[config.mk]
export PLATFORM = sky130hd
export DESIGN_NAME = led_waterfall_stack_fill_top
export DESIGN_NICKNAME = d
export VERILOG_FILES = /design/src/rtl/core/lwsf_pkg.sv /design/src/rtl/core/lwsf_fifo.sv /design/src/rtl/core/lwsf_div.sv /design/src/rtl/core/lwsf_front.sv /design/src/rtl/core/lwsf_back.sv /design/src/rtl/core/led_waterfall_stack_fill_top.sv
export SDC_FILE = /design/constraint.sdc
export NUM_CORES = 1
export LEC_CHECK = 0
export ABC_CLOCK_PERIOD_IN_PS = 7200
export BUFFER_PORTS_ARGS = -buffer_cell sky130_fd_sc_hd__buf_4
export CAP_MARGIN = 25
export CORE_AREA = 3 3 247 152
export DETAILED_ROUTE_END_ITERATION = 12
export DIE_AREA = 0 0 250 155
export GPL_TIMING_DRIVEN = 0
export PLACE_DENSITY = 0.75
export SLEW_MARGIN = 10
export SYNTH_ARGS = -nofsm -noshare
export SYNTH_HDL_FRONTEND = slang
export SYNTH_SLANG_ARGS = --single-unit
[constraint.sdc]
create_clock -name clk -period 7.2 [get_ports clk]
set_input_delay 0.72 -clock clk [delete_from_list [all_inputs] [get_ports clk]]
set_output_delay 0.72 -clock clk [all_outputs]
set_load 0.01 [all_outputs]
[src/rtl/core/lwsf_pkg.sv]
// Shared types, constants and helpers for the LED waterfall stack-fill engine.
package lwsf_pkg;

    localparam int LED_COUNT_W      = 7;
    localparam int LED_COUNT_RESET  = 64;
    localparam int MAX_LEDS_DEFAULT = 64;
    localparam int MS_W             = 16;
    localparam int COLOR_W          = 8;
    localparam int RGB_W            = 3 * COLOR_W;
    localparam int IDX_W            = 6;
    localparam int ACC_W            = 17;
    localparam int CMD_DEPTH        = 2;
    localparam int RES_DEPTH        = 2;

    localparam logic [ACC_W-1:0] ACC_MAX = {ACC_W{1'b1}};

    typedef enum logic
    {
        OP_RESTART = 1'b0,
        OP_TICK    = 1'b1
    } op_t;

    typedef enum logic [1:0]
    {
        FS_IDLE,
        FS_DIVIDE,
        FS_ISSUE
    } front_state_t;

    typedef enum logic [1:0]
    {
        BS_IDLE,
        BS_CLEAR,
        BS_MOVE
    } back_state_t;

    typedef struct packed
    {
        op_t                    op;
        logic [MS_W-1:0]        elapsed;
        logic [MS_W-1:0]        step_time;
        logic [RGB_W-1:0]       rgb;
    } cmd_t;

    typedef struct packed
    {
        logic [IDX_W-1:0]       led_index;
        logic [RGB_W-1:0]       rgb;
        logic                   finished;
        logic                   is_last;
    } res_t;

    function automatic int clamp_count(input logic [LED_COUNT_W-1:0] value, input int max_leds);
        int n;
        begin
            n = int'(value);
            if (n < 2)
            begin
                n = 2;
            end
            if (n > max_leds)
            begin
                n = max_leds;
            end
            return n;
        end
    endfunction

endpackage

[src/rtl/core/lwsf_fifo.sv]
// Small register queue with fill count, used between stages.
module lwsf_fifo #(
    parameter int WIDTH = 8,
    parameter int DEPTH = 2
) (
    input  logic             clk,
    input  logic             rst_n,
    input  logic             wr_en,
    input  logic [WIDTH-1:0] wr_data,
    input  logic             rd_en,
    output logic [WIDTH-1:0] rd_data,
    output logic             full,
    output logic             empty
);

    localparam int PTR_W  = (DEPTH > 1) ? $clog2(DEPTH) : 1;
    localparam int FILL_W = $clog2(DEPTH + 1);

    logic [WIDTH-1:0]  mem_reg [DEPTH];
    logic [PTR_W-1:0]  wr_ptr_reg;
    logic [PTR_W-1:0]  wr_ptr_next;
    logic [PTR_W-1:0]  rd_ptr_reg;
    logic [PTR_W-1:0]  rd_ptr_next;
    logic [FILL_W-1:0] fill_reg;
    logic [FILL_W-1:0] fill_next;
    logic              do_wr;
    logic              do_rd;

    assign full    = (fill_reg == FILL_W'(DEPTH));
    assign empty   = (fill_reg == '0);
    assign do_wr   = wr_en && !full;
    assign do_rd   = rd_en && !empty;
    assign rd_data = mem_reg[rd_ptr_reg];

    always_comb
    begin
        wr_ptr_next = wr_ptr_reg;
        rd_ptr_next = rd_ptr_reg;
        fill_next   = fill_reg;
        if (do_wr)
        begin
            wr_ptr_next = (wr_ptr_reg == PTR_W'(DEPTH - 1)) ? '0 : wr_ptr_reg + PTR_W'(1);
        end
        if (do_rd)
        begin
            rd_ptr_next = (rd_ptr_reg == PTR_W'(DEPTH - 1)) ? '0 : rd_ptr_reg + PTR_W'(1);
        end
        if (do_wr && !do_rd)
        begin
            fill_next = fill_reg + FILL_W'(1);
        end
        else if (do_rd && !do_wr)
        begin
            fill_next = fill_reg - FILL_W'(1);
        end
    end

    always_ff @(posedge clk or negedge rst_n)
    begin
        if (!rst_n)
        begin
            wr_ptr_reg <= '0;
            rd_ptr_reg <= '0;
            fill_reg   <= '0;
        end
        else
        begin
            wr_ptr_reg <= wr_ptr_next;
            rd_ptr_reg <= rd_ptr_next;
            fill_reg   <= fill_next;
        end
    end

    always_ff @(posedge clk)
    begin
        if (do_wr)
        begin
            mem_reg[wr_ptr_reg] <= wr_data;
        end
    end

endmodule

[src/rtl/core/lwsf_div.sv]
// Restoring serial divider, one quotient bit per cycle.
module lwsf_div #(
    parameter int DIVIDEND_W = 16,
    parameter int DIVISOR_W  = 12
) (
    input  logic                  clk,
    input  logic                  rst_n,
    input  logic                  start,
    input  logic [DIVIDEND_W-1:0] dividend,
    input  logic [DIVISOR_W-1:0]  divisor,
    output logic                  done,
    output logic [DIVIDEND_W-1:0] quotient
);

    localparam int CNT_W = (DIVIDEND_W > 1) ? $clog2(DIVIDEND_W) : 1;

    logic [DIVISOR_W-1:0]  rem_reg;
    logic [DIVISOR_W-1:0]  rem_next;
    logic [DIVIDEND_W-1:0] quo_reg;
    logic [DIVIDEND_W-1:0] quo_next;
    logic [DIVISOR_W-1:0]  div_reg;
    logic [DIVISOR_W-1:0]  div_next;
    logic [CNT_W-1:0]      cnt_reg;
    logic [CNT_W-1:0]      cnt_next;
    logic                  busy_reg;
    logic                  busy_next;
    logic                  done_reg;
    logic                  done_next;
    logic [DIVISOR_W:0]    shifted;
    logic [DIVISOR_W:0]    diff;
    logic                  ge;

    assign shifted  = {rem_reg, quo_reg[DIVIDEND_W-1]};
    assign ge       = (shifted >= {1'b0, div_reg});
    assign diff     = shifted - {1'b0, div_reg};
    assign done     = done_reg;
    assign quotient = quo_reg;

    always_comb
    begin
        rem_next  = rem_reg;
        quo_next  = quo_reg;
        div_next  = div_reg;
        cnt_next  = cnt_reg;
        busy_next = busy_reg;
        done_next = 1'b0;
        if (start)
        begin
            rem_next  = '0;
            quo_next  = dividend;
            div_next  = divisor;
            cnt_next  = '0;
            busy_next = 1'b1;
        end
        else if (busy_reg)
        begin
            rem_next = ge ? diff[DIVISOR_W-1:0] : shifted[DIVISOR_W-1:0];
            quo_next = {quo_reg[DIVIDEND_W-2:0], ge};
            cnt_next = cnt_reg + CNT_W'(1);
            if (cnt_reg == CNT_W'(DIVIDEND_W - 1))
            begin
                busy_next = 1'b0;
                done_next = 1'b1;
            end
        end
    end

    always_ff @(posedge clk or negedge rst_n)
    begin
        if (!rst_n)
        begin
            cnt_reg  <= '0;
            busy_reg <= 1'b0;
            done_reg <= 1'b0;
        end
        else
        begin
            cnt_reg  <= cnt_next;
            busy_reg <= busy_next;
            done_reg <= done_next;
        end
    end

    always_ff @(posedge clk)
    begin
        rem_reg <= rem_next;
        quo_reg <= quo_next;
        div_reg <= div_next;
    end

endmodule

[src/rtl/core/lwsf_front.sv]
// Front end: accept requests, latch LED count, work out the step time of each tick.
module lwsf_front #(
    parameter int MAX_LEDS = lwsf_pkg::MAX_LEDS_DEFAULT,
    parameter int CNT_W    = $clog2(MAX_LEDS + 1)
) (
    input  logic                                clk,
    input  logic                                rst_n,
    input  logic                                cfg_write,
    input  logic [lwsf_pkg::LED_COUNT_W-1:0]    cfg_data,
    input  logic                                push,
    output logic                                full,
    input  logic                                operation,
    input  logic [lwsf_pkg::MS_W-1:0]           delta_ms,
    input  logic [lwsf_pkg::MS_W-1:0]           period_ms,
    input  logic [lwsf_pkg::RGB_W-1:0]          rgb,
    output logic                                cmd_push,
    input  logic                                cmd_full,
    output lwsf_pkg::cmd_t                      cmd,
    output logic [CNT_W-1:0]                    cmd_count
);

    localparam int RESET_N     = (lwsf_pkg::LED_COUNT_RESET > MAX_LEDS) ?
                                 MAX_LEDS : lwsf_pkg::LED_COUNT_RESET;
    localparam int MAX_TOTAL   = MAX_LEDS * (MAX_LEDS + 1) / 2;
    localparam int TOT_W       = $clog2(MAX_TOTAL + 1);
    localparam int PROD_W      = TOT_W + 1;
    localparam int RESET_TOTAL = RESET_N * (RESET_N + 1) / 2;

    lwsf_pkg::front_state_t            state_reg;
    lwsf_pkg::front_state_t            state_next;
    logic [lwsf_pkg::LED_COUNT_W-1:0]  led_count_reg;
    logic [CNT_W-1:0]                  count_reg;
    logic [CNT_W-1:0]                  count_next;
    logic [TOT_W-1:0]                  total_reg;
    logic [TOT_W-1:0]                  total_next;
    lwsf_pkg::op_t                     op_reg;
    logic [lwsf_pkg::MS_W-1:0]         elapsed_reg;
    logic [lwsf_pkg::RGB_W-1:0]        rgb_reg;
    logic                              accept;
    logic                              div_start;
    logic                              div_done;
    logic [lwsf_pkg::MS_W-1:0]         quotient;
    logic [PROD_W-1:0]                 n_ext;
    logic [PROD_W-1:0]                 prod;

    assign full      = (state_reg != lwsf_pkg::FS_IDLE);
    assign accept    = push && (state_reg == lwsf_pkg::FS_IDLE);
    assign div_start = accept && (lwsf_pkg::op_t'(operation) == lwsf_pkg::OP_TICK);

    assign n_ext = PROD_W'(lwsf_pkg::clamp_count(led_count_reg, MAX_LEDS));
    assign prod  = n_ext * (n_ext + PROD_W'(1));

    assign cmd.op        = op_reg;
    assign cmd.elapsed   = elapsed_reg;
    assign cmd.step_time = quotient;
    assign cmd.rgb       = rgb_reg;
    assign cmd_count     = count_reg;

    lwsf_div #(
        .DIVIDEND_W (lwsf_pkg::MS_W),
        .DIVISOR_W  (TOT_W)
    ) u_div (
        .clk      (clk),
        .rst_n    (rst_n),
        .start    (div_start),
        .dividend (period_ms),
        .divisor  (total_reg),
        .done     (div_done),
        .quotient (quotient)
    );

    always_comb
    begin
        state_next = state_reg;
        count_next = count_reg;
        total_next = total_reg;
        cmd_push   = 1'b0;
        case (state_reg)
            lwsf_pkg::FS_IDLE:
            begin
                if (push)
                begin
                    if (lwsf_pkg::op_t'(operation) == lwsf_pkg::OP_RESTART)
                    begin
                        count_next = CNT_W'(n_ext);
                        total_next = prod[PROD_W-1:1];
                        state_next = lwsf_pkg::FS_ISSUE;
                    end
                    else
                    begin
                        state_next = lwsf_pkg::FS_DIVIDE;
                    end
                end
            end
            lwsf_pkg::FS_DIVIDE:
            begin
                if (div_done)
                begin
                    state_next = lwsf_pkg::FS_ISSUE;
                end
            end
            lwsf_pkg::FS_ISSUE:
            begin
                if (!cmd_full)
                begin
                    cmd_push   = 1'b1;
                    state_next = lwsf_pkg::FS_IDLE;
                end
            end
            default:
            begin
                state_next = lwsf_pkg::FS_IDLE;
            end
        endcase
    end

    always_ff @(posedge clk or negedge rst_n)
    begin
        if (!rst_n)
        begin
            state_reg     <= lwsf_pkg::FS_IDLE;
            led_count_reg <= lwsf_pkg::LED_COUNT_W'(lwsf_pkg::LED_COUNT_RESET);
            count_reg     <= CNT_W'(RESET_N);
            total_reg     <= TOT_W'(RESET_TOTAL);
        end
        else
        begin
            state_reg <= state_next;
            count_reg <= count_next;
            total_reg <= total_next;
            if (cfg_write)
            begin
                led_count_reg <= cfg_data;
            end
        end
    end

    always_ff @(posedge clk)
    begin
        if (accept)
        begin
            op_reg      <= lwsf_pkg::op_t'(operation);
            elapsed_reg <= delta_ms;
            rgb_reg     <= rgb;
        end
    end

    chk_div_done_in_divide: assert property (@(posedge clk) disable iff (!rst_n)
        div_done |-> (state_reg == lwsf_pkg::FS_DIVIDE))
        else $error("divider finished outside divide state");

    chk_count_range: assert property (@(posedge clk) disable iff (!rst_n)
        (count_reg >= CNT_W'(2)) && (count_reg <= CNT_W'(MAX_LEDS)))
        else $error("latched LED count out of range");

endmodule

[src/rtl/core/lwsf_back.sv]
// Back end: hold the pattern state and issue LED writes for each request.
module lwsf_back #(
    parameter int MAX_LEDS = lwsf_pkg::MAX_LEDS_DEFAULT,
    parameter int CNT_W    = $clog2(MAX_LEDS + 1)
) (
    input  logic               clk,
    input  logic               rst_n,
    input  logic               cmd_empty,
    input  lwsf_pkg::cmd_t     cmd,
    input  logic [CNT_W-1:0]   cmd_count,
    output logic               cmd_pop,
    input  logic               res_full,
    output logic               res_push,
    output lwsf_pkg::res_t     res
);

    localparam int RESET_N = (lwsf_pkg::LED_COUNT_RESET > MAX_LEDS) ?
                             MAX_LEDS : lwsf_pkg::LED_COUNT_RESET;
    localparam int ACC_W   = lwsf_pkg::ACC_W;

    lwsf_pkg::back_state_t         state_reg;
    lwsf_pkg::back_state_t         state_next;
    logic [CNT_W-1:0]              count_reg;
    logic [CNT_W-1:0]              count_next;
    logic [ACC_W-1:0]              acc_reg;
    logic [ACC_W-1:0]              acc_next;
    logic [CNT_W-1:0]              rows_reg;
    logic [CNT_W-1:0]              rows_next;
    logic [CNT_W-1:0]              fall_reg;
    logic [CNT_W-1:0]              fall_next;
    logic [lwsf_pkg::RGB_W-1:0]    drop_reg;
    logic [lwsf_pkg::RGB_W-1:0]    drop_next;
    logic                          done_reg;
    logic                          done_next;
    logic [CNT_W-1:0]              idx_reg;
    logic [CNT_W-1:0]              idx_next;
    logic [ACC_W:0]                acc_sum;
    logic [ACC_W-1:0]              acc_sat;
    logic [CNT_W-1:0]              fall_inc;
    logic                          clear_last;

    assign acc_sum    = {1'b0, acc_reg} + (ACC_W + 1)'(cmd.elapsed);
    assign acc_sat    = acc_sum[ACC_W] ? lwsf_pkg::ACC_MAX : acc_sum[ACC_W-1:0];
    assign fall_inc   = fall_reg + CNT_W'(1);
    assign clear_last = (idx_reg == count_reg - CNT_W'(1));

    always_comb
    begin
        state_next = state_reg;
        count_next = count_reg;
        acc_next   = acc_reg;
        rows_next  = rows_reg;
        fall_next  = fall_reg;
        drop_next  = drop_reg;
        done_next  = done_reg;
        idx_next   = idx_reg;
        cmd_pop    = 1'b0;
        res_push   = 1'b0;
        res        = '0;
        case (state_reg)
            lwsf_pkg::BS_IDLE:
            begin
                if (!cmd_empty && !res_full)
                begin
                    cmd_pop = 1'b1;
                    if (cmd.op == lwsf_pkg::OP_RESTART)
                    begin
                        count_next = cmd_count;
                        acc_next   = '0;
                        rows_next  = cmd_count - CNT_W'(1);
                        fall_next  = CNT_W'(1);
                        drop_next  = cmd.rgb;
                        done_next  = 1'b0;
                        idx_next   = '0;
                        state_next = lwsf_pkg::BS_CLEAR;
                    end
                    else if (!done_reg)
                    begin
                        if (acc_sat < ACC_W'(cmd.step_time))
                        begin
                            acc_next = acc_sat;
                        end
                        else
                        begin
                            acc_next = '0;
                            res_push = 1'b1;
                            if (fall_reg == '0)
                            begin
                                res.led_index = lwsf_pkg::IDX_W'(count_reg - CNT_W'(1));
                                res.rgb       = cmd.rgb;
                                res.finished  = (rows_reg == '0);
                                res.is_last   = 1'b1;
                                drop_next     = cmd.rgb;
                                done_next     = (rows_reg == '0);
                            end
                            else
                            begin
                                res.led_index = lwsf_pkg::IDX_W'(count_reg - CNT_W'(1) - fall_reg);
                                res.rgb       = drop_reg;
                                res.finished  = done_reg;
                                res.is_last   = 1'b0;
                                idx_next      = count_reg - fall_reg;
                                state_next    = lwsf_pkg::BS_MOVE;
                            end
                            if (fall_inc > rows_reg)
                            begin
                                fall_next = '0;
                                if (rows_reg != '0)
                                begin
                                    rows_next = rows_reg - CNT_W'(1);
                                end
                            end
                            else
                            begin
                                fall_next = fall_inc;
                            end
                        end
                    end
                end
            end
            lwsf_pkg::BS_CLEAR:
            begin
                if (!res_full)
                begin
                    res_push      = 1'b1;
                    res.led_index = lwsf_pkg::IDX_W'(idx_reg);
                    res.rgb       = clear_last ? drop_reg : '0;
                    res.finished  = 1'b0;
                    res.is_last   = clear_last;
                    idx_next      = idx_reg + CNT_W'(1);
                    if (clear_last)
                    begin
                        state_next = lwsf_pkg::BS_IDLE;
                    end
                end
            end
            lwsf_pkg::BS_MOVE:
            begin
                if (!res_full)
                begin
                    res_push      = 1'b1;
                    res.led_index = lwsf_pkg::IDX_W'(idx_reg);
                    res.rgb       = '0;
                    res.finished  = done_reg;
                    res.is_last   = 1'b1;
                    state_next    = lwsf_pkg::BS_IDLE;
                end
            end
            default:
            begin
                state_next = lwsf_pkg::BS_IDLE;
            end
        endcase
    end

    always_ff @(posedge clk or negedge rst_n)
    begin
        if (!rst_n)
        begin
            state_reg <= lwsf_pkg::BS_IDLE;
            count_reg <= CNT_W'(RESET_N);
            acc_reg   <= '0;
            rows_reg  <= CNT_W'(RESET_N - 1);
            fall_reg  <= CNT_W'(1);
            drop_reg  <= '0;
            done_reg  <= 1'b0;
            idx_reg   <= '0;
        end
        else
        begin
            state_reg <= state_next;
            count_reg <= count_next;
            acc_reg   <= acc_next;
            rows_reg  <= rows_next;
            fall_reg  <= fall_next;
            drop_reg  <= drop_next;
            done_reg  <= done_next;
            idx_reg   <= idx_next;
        end
    end

    chk_push_room: assert property (@(posedge clk) disable iff (!rst_n)
        res_push |-> !res_full)
        else $error("write issued into a full result queue");

    chk_done_settled: assert property (@(posedge clk) disable iff (!rst_n)
        done_reg |-> ((fall_reg == '0) && (rows_reg == '0)))
        else $error("strip full but drop still moving");

    chk_clear_bound: assert property (@(posedge clk) disable iff (!rst_n)
        (state_reg == lwsf_pkg::BS_CLEAR) |-> (idx_reg < count_reg))
        else $error("clear index ran past the strip");

endmodule

[src/rtl/core/led_waterfall_stack_fill_top.sv]
// Top level of the LED waterfall stack-fill engine.
//
//  channel   direction  handshake          payload
//  request   in         push / full        operation, delta_ms, period_ms, color_*
//  result    out        empty / pop        led_index, led_red/green/blue, finished, is_last
//  config    in         cfg_write          cfg_data (LED count)
//
// A tick holds full high while the divider forms the quotient, the front end sees it finish
// and writes the request queue; its up to two writes reach the result ports through the request
// queue, back end and result queue. A restart holds full until it enters the request queue.
// The back end then issues one LED write each cycle while the result queue has room.
// The front end divides the next tick while the back end still issues writes.
// Reset is asynchronous; no clearing pass follows it.
// A stalled result side fills the result queue and then the request queue, raising full.
module led_waterfall_stack_fill_top #(
    parameter int MAX_LEDS = lwsf_pkg::MAX_LEDS_DEFAULT
) (
    input  logic                                clk,
    input  logic                                rst_n,
    input  logic                                cfg_write,
    input  logic [lwsf_pkg::LED_COUNT_W-1:0]    cfg_data,
    input  logic                                push,
    output logic                                full,
    input  logic                                operation,
    input  logic [lwsf_pkg::MS_W-1:0]           delta_ms,
    input  logic [lwsf_pkg::MS_W-1:0]           period_ms,
    input  logic [lwsf_pkg::COLOR_W-1:0]        color_red,
    input  logic [lwsf_pkg::COLOR_W-1:0]        color_green,
    input  logic [lwsf_pkg::COLOR_W-1:0]        color_blue,
    output logic                                empty,
    input  logic                                pop,
    output logic [lwsf_pkg::IDX_W-1:0]          led_index,
    output logic [lwsf_pkg::COLOR_W-1:0]        led_red,
    output logic [lwsf_pkg::COLOR_W-1:0]        led_green,
    output logic [lwsf_pkg::COLOR_W-1:0]        led_blue,
    output logic                                finished,
    output logic                                is_last
);

    localparam int CNT_W = $clog2(MAX_LEDS + 1);
    localparam int CMD_W = $bits(lwsf_pkg::cmd_t);
    localparam int Q_W   = CMD_W + CNT_W;
    localparam int RES_W = $bits(lwsf_pkg::res_t);

    lwsf_pkg::cmd_t    front_cmd;
    logic [CNT_W-1:0]  front_count;
    logic              cmd_push;
    logic              cmd_full;
    logic              cmd_empty;
    logic              cmd_pop;
    logic [Q_W-1:0]    cmd_q_data;
    lwsf_pkg::cmd_t    back_cmd;
    logic [CNT_W-1:0]  back_count;
    logic              res_push;
    logic              res_full;
    lwsf_pkg::res_t    back_res;
    logic [RES_W-1:0]  res_q_data;
    lwsf_pkg::res_t    out_res;

    lwsf_front #(
        .MAX_LEDS (MAX_LEDS),
        .CNT_W    (CNT_W)
    ) u_front (
        .clk        (clk),
        .rst_n      (rst_n),
        .cfg_write  (cfg_write),
        .cfg_data   (cfg_data),
        .push       (push),
        .full       (full),
        .operation  (operation),
        .delta_ms   (delta_ms),
        .period_ms  (period_ms),
        .rgb        ({color_red, color_green, color_blue}),
        .cmd_push   (cmd_push),
        .cmd_full   (cmd_full),
        .cmd        (front_cmd),
        .cmd_count  (front_count)
    );

    lwsf_fifo #(
        .WIDTH (Q_W),
        .DEPTH (lwsf_pkg::CMD_DEPTH)
    ) u_cmd_q (
        .clk     (clk),
        .rst_n   (rst_n),
        .wr_en   (cmd_push),
        .wr_data ({front_cmd, front_count}),
        .rd_en   (cmd_pop),
        .rd_data (cmd_q_data),
        .full    (cmd_full),
        .empty   (cmd_empty)
    );

    assign back_cmd   = lwsf_pkg::cmd_t'(cmd_q_data[CNT_W +: CMD_W]);
    assign back_count = cmd_q_data[CNT_W-1:0];

    lwsf_back #(
        .MAX_LEDS (MAX_LEDS),
        .CNT_W    (CNT_W)
    ) u_back (
        .clk       (clk),
        .rst_n     (rst_n),
        .cmd_empty (cmd_empty),
        .cmd       (back_cmd),
        .cmd_count (back_count),
        .cmd_pop   (cmd_pop),
        .res_full  (res_full),
        .res_push  (res_push),
        .res       (back_res)
    );

    lwsf_fifo #(
        .WIDTH (RES_W),
        .DEPTH (lwsf_pkg::RES_DEPTH)
    ) u_res_q (
        .clk     (clk),
        .rst_n   (rst_n),
        .wr_en   (res_push),
        .wr_data (back_res),
        .rd_en   (pop),
        .rd_data (res_q_data),
        .full    (res_full),
        .empty   (empty)
    );

    assign out_res   = lwsf_pkg::res_t'(res_q_data);
    assign led_index = out_res.led_index;
    assign led_red   = out_res.rgb[2*lwsf_pkg::COLOR_W +: lwsf_pkg::COLOR_W];
    assign led_green = out_res.rgb[lwsf_pkg::COLOR_W +: lwsf_pkg::COLOR_W];
    assign led_blue  = out_res.rgb[0 +: lwsf_pkg::COLOR_W];
    assign finished  = out_res.finished;
    assign is_last   = out_res.is_last;

endmodule

==> flow_metrics.tcl <==
set metrics [dict create \
    cts_buffers 36 \
    ys_seq_area_share_pct 56.4 \
    synth.distinct_cells 73 \
    power_density_nw_per_um2 440 \
    synth_largest_area_cell "edfxtp_1" \
    routedWlPerCell_um 18.6 \
    report.final.slew_viol_count 0 \
    hold_class "input port to async pin" \
    cp_max_fo 19 \
    worst_slew_pin_slew_ns 0.905 \
    clk_pin_slew_ns 0.06 \
    yosys.area.top_type_share_pct 40.4 \
    viasPerCell 5.55 \
    fill_cells 2661 \
    synthFlopType "edfxtp_1" \
    synth_compound_gate_area_share_pct 8.82 \
    syn-instance-count 1541 \
    synthXorXnorAreaFrac_pct 3.48 \
    clock_latency_ns 0.52 \
    synthToLayoutAreaGrowth_pct 13.8 \
    dr_total_vias 12122 \
    setup.worst_path.end_class "flop" \
    tritoncts "built" \
    worst_setup_path_start_kind "flop" \
    port_buffers 101 \
    rows 53 \
    root_buffer "clkbuf_16" \
    grt_pass1_vias 12202 \
    post-route-util_pct 62.9 \
    syn_area_um2 19400 \
    synth_edf_count 261 \
    rsz0062_at_grt "false" \
    worstPathRequired_ns 7.42 \
    async_flop_share_pct 29.5 \
    synthAdderAreaFrac_pct 11.0 \
    outcome "complete, no violations" \
    synth-seq-cells 387 \
    start_util_pct 55.3 \
    skew_ns 0.0117 \
    die_h_um 155 \
    ioPinCount 103 \
    final_common_cell "edfxtp_1" \
    die_x_um 250 \
    largest_reg_flops 128 \
    coreArea_um2 35100 \
    cp.arrival_ns 6.97 \
    nNetsFinal 1912 \
    routed_wl_um 40600 \
    grt_overflow_total 0 \
    final_cell_mix "edfxtp_1, nand2_1, inv_1" \
    synth_warnings 0 \
    totalPowerFinal_mw 9.71 \
    cts.sinks 387 \
    p_leak_nw 9.46 \
    avgSynthCellArea_um2 12.6 \
    detail-route-antenna-nets 0 \
    grt_usage_pct 21.0 \
    synth-simple-area-share_pct 8.30 \
    synth_top_family_by_area "adder cells" \
    synth.area.top_cells "edfxtp_1, dfrtp_1, ha_1, mux2i_1, mux2_2" \
    gp_congestion 0.873 \
    clock.fmax_mhz 148 \
    die_area_um2 38800 \
    drive_gt1_share_pct 16.5 \
    drt-initial-drc-count 984 \
    dpl.hpwl_um 29700 \
    drtPass1Iterations 5 \
    antenna_cells 0 \
    final-setup-viol-count 0 \
    drc_errors 0 \
    clockBufferDepth 3 \
    peakVddDrop_mv 0.219 \
    finalHoldViolCount 0 \
    drv_cap 0 \
    grt_start_max_net_pins 82 \
    path_class "flop to flop" \
    grt_pass1_wl_um 65400 \
    cts_htree_levels 2 \
    antenna_found_initial 0 \
    synth_mux_area_share_pct 8.22 \
    slew_headroom_pct 39.5 \
    period_share_pct 93.8 \
    period_needed_ns 6.75 \
    post_cts_buffers 0 \
]
[layer usage]
layer	vias to the layer above	share of wire [%]	track usage (%)	wire [µm]
met5	-	0	0	0
met4	0	1.2	3.48	504
met3	45	5.0	2.87	2040
met2	287	45	32.5	18200
met1	5999	49	32.3	19900
li1	5791	-	-	-
[final cells by class]
class	instances	area (µm²)	share of cell area, %
buffer	48	233	1.05
clock buffer	46	970	4.39
clock inverter	18	139	0.629
inverter	130	488	2.21
multi-input combinational	979	7760	35.2
sequential	387	10900	49.6
tap	467	584	2.65
timing repair buffer	110	955	4.32
[metrics by stage]
| stage | cells | hold WS, ns | setup slack [ns] | setup TNS (ns) | cell area, µm² |
|---|---|---|---|---|---|
| after floorplan | 1545 | 0.419 | 0.304 | 0 | 19400 |
| after global placement | 2113 | 0.422 | -2.02 | -106.59 | 20800 |
| after detailed placement | 2121 | 0.431 | -0.416 | -29.67 | 21000 |
| after CTS | 2184 | 0.0908 | 0.138 | 0 | 22100 |
| after global routing | 2185 | 0.101 | 0.120 | 0 | 22100 |
| final | 2185 | 0.0908 | 0.450 | 0 | 22100 |
[Yosys cell counts, types with 4 or more instances]
cell type,number
inv_1,129
a22oi_1,5
ha_1,118
dfstp_2,12
nand4_1,11
o21a_1,7
xor2_1,30
mux2_2,64
nor3_1,13
o2bb2ai_1,25
o211ai_1,5
dfxtp_1,12
a21oi_1,61
buf_2,5
a31oi_1,7
nor2_1,80
o21ai_1,4
edfxtp_1,261
mux2i_1,85
a22o_1,17
or3_1,4
o21bai_1,10
and3_1,6
xnor2_1,47
o21ai_0,59
nand2b_1,30
nand3_1,22
nor2b_1,9
a211oi_1,4
dfrtp_1,102
and2_1,10
a21o_1,22
or2_2,10
nand2_1,131
fa_1,33
clkbuf_1,35
[where the power goes]
group	internal (mW)	leakage (nW)	switching (mW)	total (mW)
sequential	3.23	3.93	0.383	3.62
combinational	1.87	5.00	2.40	4.28
clock	0.999	0.522	0.817	1.82
total	6.11	9.46	3.60	9.71
[cells by family after synthesis]
kind of cell | after synthesis
AOI/OAI and AO/OA | 253
xor gates and xnor gates | 77
adders and majority gates | 151
buffers and inverters | 179
DFF | 387
muxes | 151
other | 1
and+or+nand+nor | 342
[critical path, stage by stage, from the launching register on]
cell and delay, ns:
dfrtp_1 0.41, clkbuf_4 0.38, clkbuf_2 0.44, mux2_2 0.43
ha_1 0.32, a211oi_2 0.25, o21ai_2 0.11, o41ai_2 0.33
a21oi_2 0.16, a31o_4 0.31, clkbuf_1 0.26, nand2b_1 0.29
ha_1 0.36, nand4_1 0.11, nor3_1 0.16, o31ai_1 0.12
a311o_1 0.35, nand3_1 0.18, a211o_1 0.23, and2_1 0.15
buf_2 0.23, o21ai_2 0.13, inv_2 0.07, and2_2 0.44
buf_16 0.22
[final timing paths]
path	startpoint	end	slack, ns	cells past startpoint
min reg2reg	u_front.rgb_reg[12]$_DFFE_PP_	u_cmd_q.mem_reg[0][19]$_DFFE_PP_	0.44	0
max in group asynchronous	rst_n	u_front.total_reg[11]$_DFFE_PN1P_	6.31	2
max	u_cmd_q.rd_ptr_reg$_DFFE_PN0P_	u_res_q.mem_reg[1][26]$_DFFE_PP_	0.45	24
min in group clk	delta_ms[9]	u_front.elapsed_reg[9]$_DFFE_PP_	0.37	1
min	rst_n	u_back.acc_reg[9]$_DFFE_PN0P_	0.09	1
max reg2reg	u_cmd_q.rd_ptr_reg$_DFFE_PN0P_	u_res_q.mem_reg[1][26]$_DFFE_PP_	0.45	24
[what timing repair did]
item | CTS | global route
hold buffers | 0 | 0
resized for setup | 1 | 3
endpoints found under the setup margin | 106 | 91
Power figures use the tool's default switching activity.
